File: src/hw/rtl/ubfp_pkg.sv
package ubfp_pkg;

  // configuration register indexes (byte address is 4 * index)
  localparam logic [2:0] REG_MAX_FRAMES   = 3'd0;
  localparam logic [2:0] REG_MAX_BYTES    = 3'd1;
  localparam logic [2:0] REG_MAX_AGE      = 3'd2;
  localparam logic [2:0] REG_INTERVAL     = 3'd3;
  localparam logic [2:0] REG_PER_DAY      = 3'd4;
  localparam logic [2:0] REG_BURST_LIMIT  = 3'd5;
  localparam logic [2:0] REG_BURST_WINDOW = 3'd6;
  localparam logic [2:0] REG_DRIFT_URGENT = 3'd7;

  localparam int CFG_ADDR_W = 5;
  localparam int CFG_DATA_W = 32;

  // register reset values
  localparam logic [7:0]  RST_MAX_FRAMES   = 8'd12;
  localparam logic [15:0] RST_MAX_BYTES    = 16'd11000;
  localparam logic [31:0] RST_MAX_AGE      = 32'd604800;
  localparam logic [31:0] RST_INTERVAL     = 32'd259200;
  localparam logic [7:0]  RST_PER_DAY      = 8'd2;
  localparam logic [7:0]  RST_BURST_LIMIT  = 8'd3;
  localparam logic [31:0] RST_BURST_WINDOW = 32'd172800;
  localparam logic        RST_DRIFT_URGENT = 1'b0;

  // urgency kinds
  localparam logic [1:0] KIND_NONE  = 2'd0;
  localparam logic [1:0] KIND_STEP  = 2'd1;
  localparam logic [1:0] KIND_DRIFT = 2'd2;

  // day number = now / 86400 = (now >> 7) / 675, done as a reciprocal multiply
  // exact for all 25-bit dividends: 50903317 * 675 - 2^35 = 607 <= 2^10
  localparam int          DAY_SHIFT   = 7;
  localparam int          DAY_NUM_W   = 32 - DAY_SHIFT;
  localparam int          DAY_RECIP_W = 26;
  localparam logic [25:0] DAY_RECIP   = 26'd50903317;
  localparam int          DAY_FRAC    = 35;
  localparam int          DAY_PROD_W  = DAY_NUM_W + DAY_RECIP_W;
  localparam int          DAY_W       = 16;

  typedef struct packed {
    logic [7:0]  max_batch_frames;
    logic [15:0] max_batch_bytes;
    logic [31:0] max_batch_age;
    logic [31:0] connect_interval;
    logic [7:0]  connects_per_day;
    logic [7:0]  burst_limit;
    logic [31:0] burst_window;
    logic        drift_is_urgent;
  } ubfp_cfg_t;

endpackage

File: src/hw/rtl/upload_batch_flush_policy_top.sv
// channel   direction  handshake          payload
// in_       input      in_valid/in_stall   now_seconds, upload_length, urgency_kind
// out_      output     out_valid/out_stall was_queued, evicted_oldest, was_rejected,
//                                          connect_now, flushed_bytes, flushed_frames,
//                                          drop_total
// cfg_      apb slave  psel/penable/pready registers 0..7 at byte address 4*index
//
// each item passes three steps: transfer and ring head read, queue update with memory
// write, connect decision into the output register
// the day number comes from a registered reciprocal multiply started at transfer
// a stalled result holds the block in the decision step until it is taken
// reset is synchronous; the ring memories are not cleared, only entries inside
// the ring are ever used
module upload_batch_flush_policy_top
  import ubfp_pkg::*;
#(
  parameter int QUEUE_SLOTS    = 16,
  parameter int SLOT_BYTES     = 1024,
  parameter int PRIORITY_EXTRA = 1
) (
  input  logic                  clk,
  input  logic                  rst_n,
  input  logic                  in_valid,
  output logic                  in_stall,
  input  logic [31:0]           in_now_seconds,
  input  logic [15:0]           in_upload_length,
  input  logic [1:0]            in_urgency_kind,
  output logic                  out_valid,
  input  logic                  out_stall,
  output logic                  out_was_queued,
  output logic                  out_evicted_oldest,
  output logic                  out_was_rejected,
  output logic                  out_connect_now,
  output logic [15:0]           out_flushed_bytes,
  output logic [7:0]            out_flushed_frames,
  output logic [31:0]           out_drop_total,
  input  logic                  cfg_psel,
  input  logic                  cfg_penable,
  input  logic                  cfg_pwrite,
  input  logic [CFG_ADDR_W-1:0] cfg_paddr,
  input  logic [CFG_DATA_W-1:0] cfg_pwdata,
  output logic [CFG_DATA_W-1:0] cfg_prdata,
  output logic                  cfg_pready
);

  localparam int AW  = $clog2(QUEUE_SLOTS);
  localparam int CW  = $clog2(QUEUE_SLOTS + 1);
  localparam int BTW = $clog2(QUEUE_SLOTS * SLOT_BYTES + 1);

  localparam logic [1:0] ST_IDLE = 2'd0;
  localparam logic [1:0] ST_UPD  = 2'd1;
  localparam logic [1:0] ST_DEC  = 2'd2;

  ubfp_cfg_t cfg;

  ubfp_cfg_regs u_cfg (
    .clk         (clk),
    .rst_n       (rst_n),
    .cfg_psel    (cfg_psel),
    .cfg_penable (cfg_penable),
    .cfg_pwrite  (cfg_pwrite),
    .cfg_paddr   (cfg_paddr),
    .cfg_pwdata  (cfg_pwdata),
    .cfg_prdata  (cfg_prdata),
    .cfg_pready  (cfg_pready),
    .cfg         (cfg)
  );

  // ring storage
  logic [15:0] mem_len  [QUEUE_SLOTS];
  logic [31:0] mem_time [QUEUE_SLOTS];

  // control and policy state
  logic [1:0]            state_r, state_nxt;
  logic [AW-1:0]         head_r, head_nxt;
  logic [CW-1:0]         count_r, count_nxt;
  logic [BTW-1:0]        bytes_r, bytes_nxt;
  logic [31:0]           dropped_r, dropped_nxt;
  logic [DAY_W-1:0]      day_r, day_nxt;
  logic [7:0]            conn_today_r, conn_today_nxt;
  logic [31:0]           burst_start_r, burst_start_nxt;
  logic [7:0]            burst_taken_r, burst_taken_nxt;
  logic [31:0]           last_conn_r, last_conn_nxt;
  logic [31:0]           conn_total_r, conn_total_nxt;
  logic                  out_valid_r, out_valid_nxt;

  // item registers
  logic [31:0]           t_r;
  logic [15:0]           len_r;
  logic [1:0]            kind_r;
  logic [DAY_PROD_W-1:0] prod_r;
  logic [15:0]           rd_len_r;
  logic [31:0]           rd_time_r;
  logic [31:0]           oldest_r;
  logic                  queued_r, evicted_r, rejected_r;

  // output payload
  logic                  o_queued_r;
  logic                  o_evicted_r;
  logic                  o_rejected_r;
  logic                  o_conn_r;
  logic [15:0]           o_fbytes_r;
  logic [7:0]            o_fframes_r;
  logic [31:0]           o_drop_r;

  logic                  in_acc;
  logic                  out_free;

  // update step signals
  logic                  upd_valid_len;
  logic                  upd_reject;
  logic                  upd_evict;
  logic [AW-1:0]         upd_head;
  logic [CW-1:0]         upd_count;
  logic [BTW-1:0]        upd_bytes;
  logic [CW:0]           slot_sum;
  logic [AW-1:0]         upd_slot;
  logic                  upd_write;

  // decision step signals
  logic [DAY_W-1:0]      day_now;
  logic [7:0]            ct_eff;
  logic                  ring_busy;
  logic                  hard_hit;
  logic                  urgent;
  logic                  burst_expire;
  logic [7:0]            bu_eff;
  logic [7:0]            urgent_budget;
  logic                  urgent_ok;
  logic                  sched_hit;
  logic                  conn;

  assign in_stall = (state_r != ST_IDLE);
  assign in_acc   = in_valid && !in_stall;
  assign out_free = !out_valid_r || !out_stall;

  // queue update: reject, evict, then append at head + count
  always_comb begin
    upd_valid_len = (len_r != 16'd0);
    upd_reject    = upd_valid_len && (32'(len_r) > 32'(SLOT_BYTES));
    upd_evict     = upd_valid_len && !upd_reject && (32'(count_r) >= 32'(QUEUE_SLOTS));
    upd_head      = head_r;
    upd_count     = count_r;
    upd_bytes     = bytes_r;
    if (upd_evict) begin
      upd_head  = (32'(head_r) == 32'(QUEUE_SLOTS - 1)) ? '0 : head_r + AW'(1);
      upd_count = count_r - CW'(1);
      upd_bytes = bytes_r - BTW'(rd_len_r);
    end
    slot_sum = (CW + 1)'(upd_head) + (CW + 1)'(upd_count);
    if (32'(slot_sum) >= 32'(QUEUE_SLOTS)) begin
      slot_sum = slot_sum - (CW + 1)'(QUEUE_SLOTS);
    end
    upd_slot  = slot_sum[AW-1:0];
    upd_write = upd_valid_len && !upd_reject;
    if (upd_write) begin
      upd_count = upd_count + CW'(1);
      upd_bytes = upd_bytes + BTW'(len_r);
    end
  end

  // connect decision on the updated ring
  always_comb begin
    day_now       = prod_r[DAY_FRAC +: DAY_W];
    ct_eff        = (day_r != day_now) ? 8'd0 : conn_today_r;
    ring_busy     = (count_r != '0);
    hard_hit      = (32'(count_r) >= 32'(cfg.max_batch_frames)) ||
                    (32'(bytes_r) >= 32'(cfg.max_batch_bytes)) ||
                    (32'(count_r) >= 32'(QUEUE_SLOTS - 1));
    urgent        = (kind_r == KIND_STEP) ||
                    ((kind_r == KIND_DRIFT) && cfg.drift_is_urgent);
    burst_expire  = (t_r - burst_start_r) > cfg.burst_window;
    bu_eff        = burst_expire ? 8'd0 : burst_taken_r;
    urgent_budget = cfg.connects_per_day + 8'(PRIORITY_EXTRA);
    urgent_ok     = urgent && (bu_eff < cfg.burst_limit) && (ct_eff < urgent_budget);
    priority if (last_conn_r == 32'd0) begin
      sched_hit = (t_r - oldest_r) >= cfg.connect_interval;
    end else if ((t_r - last_conn_r) >= cfg.connect_interval) begin
      sched_hit = ct_eff < cfg.connects_per_day;
    end else begin
      sched_hit = (t_r - oldest_r) >= cfg.max_batch_age;
    end
    conn = ring_busy && (hard_hit || urgent_ok || sched_hit);
  end

  // next state
  always_comb begin
    state_nxt       = state_r;
    head_nxt        = head_r;
    count_nxt       = count_r;
    bytes_nxt       = bytes_r;
    dropped_nxt     = dropped_r;
    day_nxt         = day_r;
    conn_today_nxt  = conn_today_r;
    burst_start_nxt = burst_start_r;
    burst_taken_nxt = burst_taken_r;
    last_conn_nxt   = last_conn_r;
    conn_total_nxt  = conn_total_r;
    out_valid_nxt   = out_valid_r && out_stall;
    unique case (state_r)
      ST_IDLE: begin
        if (in_acc) begin
          state_nxt = ST_UPD;
        end
      end
      ST_UPD: begin
        head_nxt  = upd_head;
        count_nxt = upd_count;
        bytes_nxt = upd_bytes;
        if (upd_reject || upd_evict) begin
          dropped_nxt = dropped_r + 32'd1;
        end
        state_nxt = ST_DEC;
      end
      ST_DEC: begin
        if (out_free) begin
          out_valid_nxt = 1'b1;
          state_nxt     = ST_IDLE;
          if (ring_busy) begin
            day_nxt        = day_now;
            conn_today_nxt = ct_eff;
            if (!hard_hit && urgent) begin
              burst_start_nxt = burst_expire ? t_r : burst_start_r;
              burst_taken_nxt = urgent_ok ? bu_eff + 8'd1 : bu_eff;
            end
          end
          if (conn) begin
            conn_today_nxt = (ct_eff == 8'd255) ? ct_eff : ct_eff + 8'd1;
            conn_total_nxt = conn_total_r + 32'd1;
            last_conn_nxt  = t_r;
            count_nxt      = '0;
            head_nxt       = '0;
            bytes_nxt      = '0;
          end
        end
      end
      default: state_nxt = ST_IDLE;
    endcase
  end

  // control registers
  always_ff @(posedge clk) begin
    if (!rst_n) begin
      state_r       <= ST_IDLE;
      head_r        <= '0;
      count_r       <= '0;
      bytes_r       <= '0;
      dropped_r     <= '0;
      day_r         <= '0;
      conn_today_r  <= '0;
      burst_start_r <= '0;
      burst_taken_r <= '0;
      last_conn_r   <= '0;
      conn_total_r  <= '0;
      out_valid_r   <= 1'b0;
    end else begin
      state_r       <= state_nxt;
      head_r        <= head_nxt;
      count_r       <= count_nxt;
      bytes_r       <= bytes_nxt;
      dropped_r     <= dropped_nxt;
      day_r         <= day_nxt;
      conn_today_r  <= conn_today_nxt;
      burst_start_r <= burst_start_nxt;
      burst_taken_r <= burst_taken_nxt;
      last_conn_r   <= last_conn_nxt;
      conn_total_r  <= conn_total_nxt;
      out_valid_r   <= out_valid_nxt;
    end
  end

  // capture the item and start the day multiply
  always_ff @(posedge clk) begin
    if (in_acc) begin
      t_r    <= in_now_seconds;
      len_r  <= in_upload_length;
      kind_r <= (in_upload_length != 16'd0) ? in_urgency_kind : KIND_NONE;
      prod_r <= DAY_PROD_W'(in_now_seconds[31:DAY_SHIFT]) * DAY_PROD_W'(DAY_RECIP);
    end
  end

  // oldest entry time, forwarded when the ring was empty before this item
  always_ff @(posedge clk) begin
    if (state_r == ST_UPD) begin
      oldest_r   <= (count_r == '0) ? t_r : rd_time_r;
      queued_r   <= upd_write;
      evicted_r  <= upd_evict;
      rejected_r <= upd_reject;
    end
  end

  // length memory: head read at transfer, append write in the update step
  always_ff @(posedge clk) begin
    if (state_r == ST_UPD && upd_write) begin
      mem_len[upd_slot] <= len_r;
    end
    if (in_acc) begin
      rd_len_r <= mem_len[head_r];
    end
  end

  // time memory
  always_ff @(posedge clk) begin
    if (state_r == ST_UPD && upd_write) begin
      mem_time[upd_slot] <= t_r;
    end
    if (in_acc) begin
      rd_time_r <= mem_time[head_r];
    end
  end

  // result register, held while the result is stalled
  always_ff @(posedge clk) begin
    if (state_r == ST_DEC && out_free) begin
      o_queued_r   <= queued_r;
      o_evicted_r  <= evicted_r;
      o_rejected_r <= rejected_r;
      o_conn_r     <= conn;
      o_fbytes_r   <= conn ? bytes_r[15:0] : 16'd0;
      o_fframes_r  <= conn ? 8'(count_r) : 8'd0;
      o_drop_r     <= dropped_r;
    end
  end

  assign out_valid          = out_valid_r;
  assign out_was_queued     = o_queued_r;
  assign out_evicted_oldest = o_evicted_r;
  assign out_was_rejected   = o_rejected_r;
  assign out_connect_now    = o_conn_r;
  assign out_flushed_bytes  = o_fbytes_r;
  assign out_flushed_frames = o_fframes_r;
  assign out_drop_total     = o_drop_r;

endmodule

File: src/hw/rtl/ubfp_cfg_regs.sv
module ubfp_cfg_regs
  import ubfp_pkg::*;
(
  input  logic                  clk,
  input  logic                  rst_n,
  input  logic                  cfg_psel,
  input  logic                  cfg_penable,
  input  logic                  cfg_pwrite,
  input  logic [CFG_ADDR_W-1:0] cfg_paddr,
  input  logic [CFG_DATA_W-1:0] cfg_pwdata,
  output logic [CFG_DATA_W-1:0] cfg_prdata,
  output logic                  cfg_pready,
  output ubfp_cfg_t             cfg
);

  ubfp_cfg_t   cfg_r;
  logic [2:0]  reg_idx;
  logic        wr_en;

  assign reg_idx    = cfg_paddr[4:2];
  assign wr_en      = cfg_psel && cfg_penable && cfg_pwrite;
  assign cfg_pready = 1'b1;
  assign cfg        = cfg_r;

  // register write on the access phase
  always_ff @(posedge clk) begin
    if (!rst_n) begin
      cfg_r.max_batch_frames <= RST_MAX_FRAMES;
      cfg_r.max_batch_bytes  <= RST_MAX_BYTES;
      cfg_r.max_batch_age    <= RST_MAX_AGE;
      cfg_r.connect_interval <= RST_INTERVAL;
      cfg_r.connects_per_day <= RST_PER_DAY;
      cfg_r.burst_limit      <= RST_BURST_LIMIT;
      cfg_r.burst_window     <= RST_BURST_WINDOW;
      cfg_r.drift_is_urgent  <= RST_DRIFT_URGENT;
    end else if (wr_en) begin
      unique case (reg_idx)
        REG_MAX_FRAMES:   cfg_r.max_batch_frames <= cfg_pwdata[7:0];
        REG_MAX_BYTES:    cfg_r.max_batch_bytes  <= cfg_pwdata[15:0];
        REG_MAX_AGE:      cfg_r.max_batch_age    <= cfg_pwdata;
        REG_INTERVAL:     cfg_r.connect_interval <= cfg_pwdata;
        REG_PER_DAY:      cfg_r.connects_per_day <= cfg_pwdata[7:0];
        REG_BURST_LIMIT:  cfg_r.burst_limit      <= cfg_pwdata[7:0];
        REG_BURST_WINDOW: cfg_r.burst_window     <= cfg_pwdata;
        REG_DRIFT_URGENT: cfg_r.drift_is_urgent  <= cfg_pwdata[0];
        default:          cfg_r                  <= cfg_r;
      endcase
    end
  end

  // read mux
  always_comb begin
    unique case (reg_idx)
      REG_MAX_FRAMES:   cfg_prdata = {24'd0, cfg_r.max_batch_frames};
      REG_MAX_BYTES:    cfg_prdata = {16'd0, cfg_r.max_batch_bytes};
      REG_MAX_AGE:      cfg_prdata = cfg_r.max_batch_age;
      REG_INTERVAL:     cfg_prdata = cfg_r.connect_interval;
      REG_PER_DAY:      cfg_prdata = {24'd0, cfg_r.connects_per_day};
      REG_BURST_LIMIT:  cfg_prdata = {24'd0, cfg_r.burst_limit};
      REG_BURST_WINDOW: cfg_prdata = cfg_r.burst_window;
      REG_DRIFT_URGENT: cfg_prdata = {31'd0, cfg_r.drift_is_urgent};
      default:          cfg_prdata = '0;
    endcase
  end

endmodule
File: config.mk
export PLATFORM = sky130hd
export DESIGN_NAME = upload_batch_flush_policy_top
export DESIGN_NICKNAME = d
export VERILOG_FILES = /design/src/hw/rtl/ubfp_pkg.sv /design/src/hw/rtl/upload_batch_flush_policy_top.sv /design/src/hw/rtl/ubfp_cfg_regs.sv
export SDC_FILE = /design/constraint.sdc
export NUM_CORES = 2
export LEC_CHECK = 0
export ABC_AREA = 0
export BUFFER_PORTS_ARGS = -buffer_cell sky130_fd_sc_hd__buf_4
export CAP_MARGIN = 25
export CORE_MARGIN = 2
export CORE_UTILIZATION = 50
export CTS_CLUSTER_SIZE = 40
export DETAILED_ROUTE_END_ITERATION = 10
export HOLD_SLACK_MARGIN = 0.08
export PLACE_DENSITY = 0.66
export SLEW_MARGIN = 20
export SYNTH_ARGS = -nofsm -noshare
export SYNTH_HDL_FRONTEND = slang
export SYNTH_SLANG_ARGS = --single-unit
File: constraint.sdc
create_clock -name clk -period 22 [get_ports clk]
set_input_delay 1.1 -clock clk [delete_from_list [all_inputs] [get_ports clk]]
set_output_delay 1.1 -clock clk [all_outputs]
set_load 0.03 [all_outputs]
==> impl_metrics.py <==
metrics = {
    "drt": {
        "drt_first_pass_iters": 5,
        "drt-met1-wl_mm": 71.6,
        "postRouteWirelength_mm": 162,
        "via_per_inst": 5.72,
        "wl_met2_mm": 76.7,
        "wl_per_cell_um": 22.1,
        "ant_nets": 0,
        "first_iter_violations": 3219,
        "drc": 0,
        "wl_met3_mm": 9.56,
        "vias": 41700,
        "routed.top_layer": "met5",
    },
    "die": {
        "die_x_um": 370,
        "start_util_pct": 50.2,
        "core_mm2": 0.133,
        "pin_count": 189,
        "die_h_um": 370,
        "num_rows": 134,
        "dieArea_mm2": 0.137,
    },
    "logic_synthesis": {
        "syn_area_mm2": 0.0668,
        "ys_seq_area_share_pct": 51.7,
        "synth_ff_type": "edfxtp_1",
        "postSynthAreaPerCell_um2": 12.8,
        "synth_cells": 5214,
        "synth.area.top_cells": "edfxtp_1 43%, ha_1 11%, dfxtp_1 8.7%, mux4_2 7.9%, fa_1 5.6%",
        "yosys_warnings": 0,
        "synth-edff-count": 956,
        "async_reset_ff_share_pct": 0,
        "yosys.area.top_type": "edfxtp_1",
        "yosys-top-cells-count": "956 x edfxtp_1, 585 x ha_1, 580 x inv_1",
        "yosysMostFrequentCell": "edfxtp_1",
        "ys_ff_latch": 1248,
        "yosys.area.top_type_share_pct": 43.0,
        "synth_cell_type_count": 79,
    },
    "power_and_ir_drop": {
        "power_density_mw_per_mm2": 87.4,
        "leakagePower_uw": 0.0285,
        "power_uw": 6500,
        "ir_drop_mv": 0.172,
    },
    "setup_path": {
        "critical-path-top-delay-family": "simple AND/OR/NAND/NOR gates",
        "criticalPathCategory": "reg -> reg",
        "end_kind": "register",
        "reg2reg_to": "bytes_r[9]",
        "startpoint_type": "register",
        "cp_slowest_cell": "nor4_1",
        "path_buf_inv": 2,
        "crit_required_ns": 22.67,
        "worst-path-max-fanout": 45,
        "r2r_cells": 35,
        "worstSetupPathDepth": 35,
        "critPathArrivalTime_ns": 10.86,
        "r2r_slack_ns": 11.81,
        "critPathMaxStageDelay_ns": 0.75,
        "rr_startpoint": "t_r[0]",
    },
    "clock_tree": {
        "cts_root_buffer": "clkbuf_16",
        "cts_hold_buf": 0,
        "htreeDepth": 3,
        "path_clk_slew_ns": 0.06,
        "cts_tree": "yes",
        "cts_resized": 0,
        "cts_made_buffers": 120,
        "cts_buffer_depth": 3,
        "clk_latency_ns": 0.76,
        "post_cts_buffers": 0,
        "cts_sinks": 1248,
    },
    "sta": {
        "setup_ws_ns": 11.81,
        "max_freq_mhz": 98.1,
        "setup_viol": 0,
        "finalMaxSlewViolations": 0,
        "skew_ns": 0.0545,
        "worst_slew_pin_slew_ns": 1.15,
        "rsz0062_at_grt": "false",
        "hold_viol": 0,
        "whs_ns": 0.418,
        "slew-limit-headroom_pct": 23.1,
        "fin_crit_sh_pct": 46.3,
        "setup_tns_ns": 0,
        "min_period_ns": 10.19,
    },
    "placed_design": {
        "portBuffers": 181,
        "routabilityCongestion": 0.893,
        "place_worst_setup_slack_ns": 11.85,
        "dp_hpwl_mm": 105,
    },
    "min_path": {
        "hp-start": "queued_r",
        "min_path_type": "reg -> reg",
        "worstHoldPathCells": 0,
        "holdPathEnd": "out_was_queued",
    },
    "global_routing": {
        "grt_max_degree": 154,
        "grt-ovfl-total": 0,
        "grt_pass1_vias": 41300,
        "track_usage_pct": 23.8,
        "antenna_found_initial": 1,
        "grt_pass1_wl_mm": 248,
    },
    "layout": {
        "finalNetCount": 6285,
        "drive_gt1_share_pct": 14.0,
        "syn_to_final_growth_pct": 11.4,
        "final_util_pct": 55.9,
    },
    "flow_run": {
        "cap_violations": 0,
    },
    "run_status": {
        "outcome": "completed",
    },
}
==> layout by cell type (no fill, tap or decap), types with 10 or more instances in the layout <==
| cell type | Yosys | routed |
|---|---|---|
| clkbuf_1 | 138 | 19 |
| o21bai_1 | 17 | 17 |
| nor3_1 | 42 | 39 |
| clkinv_1 | 2 | 18 |
| mux2_2 | 38 | 38 |
| nand2_1 | 411 | 409 |
| and3_1 | 22 | 22 |
| nor2b_1 | 28 | 27 |
| inv_1 | 580 | 579 |
| nor2_4 | 0 | 17 |
| a211oi_1 | 23 | 23 |
| nor4_1 | 22 | 22 |
| or3_1 | 22 | 22 |
| edfxtp_1 | 956 | 956 |
| nor2_1 | 299 | 281 |
| clkbuf_16 | 0 | 120 |
| a21o_1 | 87 | 87 |
| ha_1 | 585 | 585 |
| clkinv_2 | 0 | 27 |
| buf_4 | 9 | 251 |
| clkbuf_8 | 0 | 10 |
| o21a_1 | 27 | 27 |
| fa_1 | 186 | 186 |
| mux2i_1 | 115 | 115 |
| a21oi_1 | 318 | 317 |
| mux4_2 | 235 | 235 |
| xor2_1 | 70 | 70 |
| nand2b_1 | 28 | 28 |
| xnor2_1 | 118 | 118 |
| nand3_1 | 61 | 61 |
| o211ai_1 | 41 | 41 |
| a31oi_1 | 17 | 17 |
| clkinvlp_4 | 0 | 10 |
| and2_1 | 38 | 37 |
| nand4_1 | 57 | 57 |
| dfxtp_1 | 292 | 288 |
| o21ai_0 | 132 | 132 |
==> per-stage QoR <==
stage / instances / cell area (um2)
6_report: 7294 / 74500
5_1_grt: 7293 / 74400
4_1_cts: 7291 / 74400
3_5_place_dp: 7064 / 70500
3_3_place_gp: 7063 / 70500
2_1_floorplan: 5217 / 66800
==> logic make-up (layout without fill, tap and decap cells) <==
logic type | count (synthesis) | in the layout | share of synthesized area (%)
other | 2 | 6 | 0.0112
and+or+nand+nor | 1072 | 1072 | 7.32
DFF | 1248 | 1248 | 51.7
xor gates and xnor gates | 188 | 188 | 2.46
adders and majority gates | 771 | 771 | 16.5
muxes | 388 | 388 | 10.3
AOI/OAI and AO/OA | 787 | 787 | 7.35
buffers and inverters | 758 | 1066 | 4.33
==> power by group <==
part / switching [uW] / internal [uW] / total (uW) / leakage, uW
logic: 1070 / 776 / 1840 / 0.0155
registers: 26.8 / 2590 / 2620 / 0.0110
clock network: 912 / 1130 / 2040 / 0.00191
==> registers in the layout, indices dropped and copies added, names as in the netlist, 32 cells and up <==
| register | count |
|---|---|
| burst_start_r | 32 |
| dropped_r | 32 |
| last_conn_r | 32 |
| mem_len | 240 |
| mem_time | 512 |
| oldest_r | 32 |
| out_drop_total | 32 |
| rd_time_r | 32 |
| t_r | 32 |
| u_cfg.cfg | 137 |
==> worst max path at each step <==
stage,from,to,slack (ns)
6_report,t_r[0],bytes_r[9],11.81
5_1_grt,t_r[0],bytes_r[7],11.37
4_1_cts,t_r[0],bytes_r[9],11.80
3_5_place_dp,t_r[0],bytes_r[7],11.85
3_3_place_gp,t_r[0],bytes_r[7],11.91
2_1_floorplan,t_r[0],bytes_r[7],15.08
==> area by class of cell <==
cell class | instances | area [um2]
multi-input cells | 3211 | 29600
clock buffers | 151 | 3220
repair buffers | 257 | 2000
clock inverters | 76 | 697
diodes | 1 | 2.50
well taps | 1768 | 2210
fillers | 10800 | 58700
inverters | 582 | 2190
flip-flops and latches | 1248 | 34600
==> per-layer routing <==
layer | up-vias | global-route usage (%)
met5 | - | 0
met4 | 2 | 6.28
met3 | 226 | 2.83
met2 | 1303 | 39.0
met1 | 20800 | 33.8
li1 | 19300 | -
(Power assumes the default switching activity.)
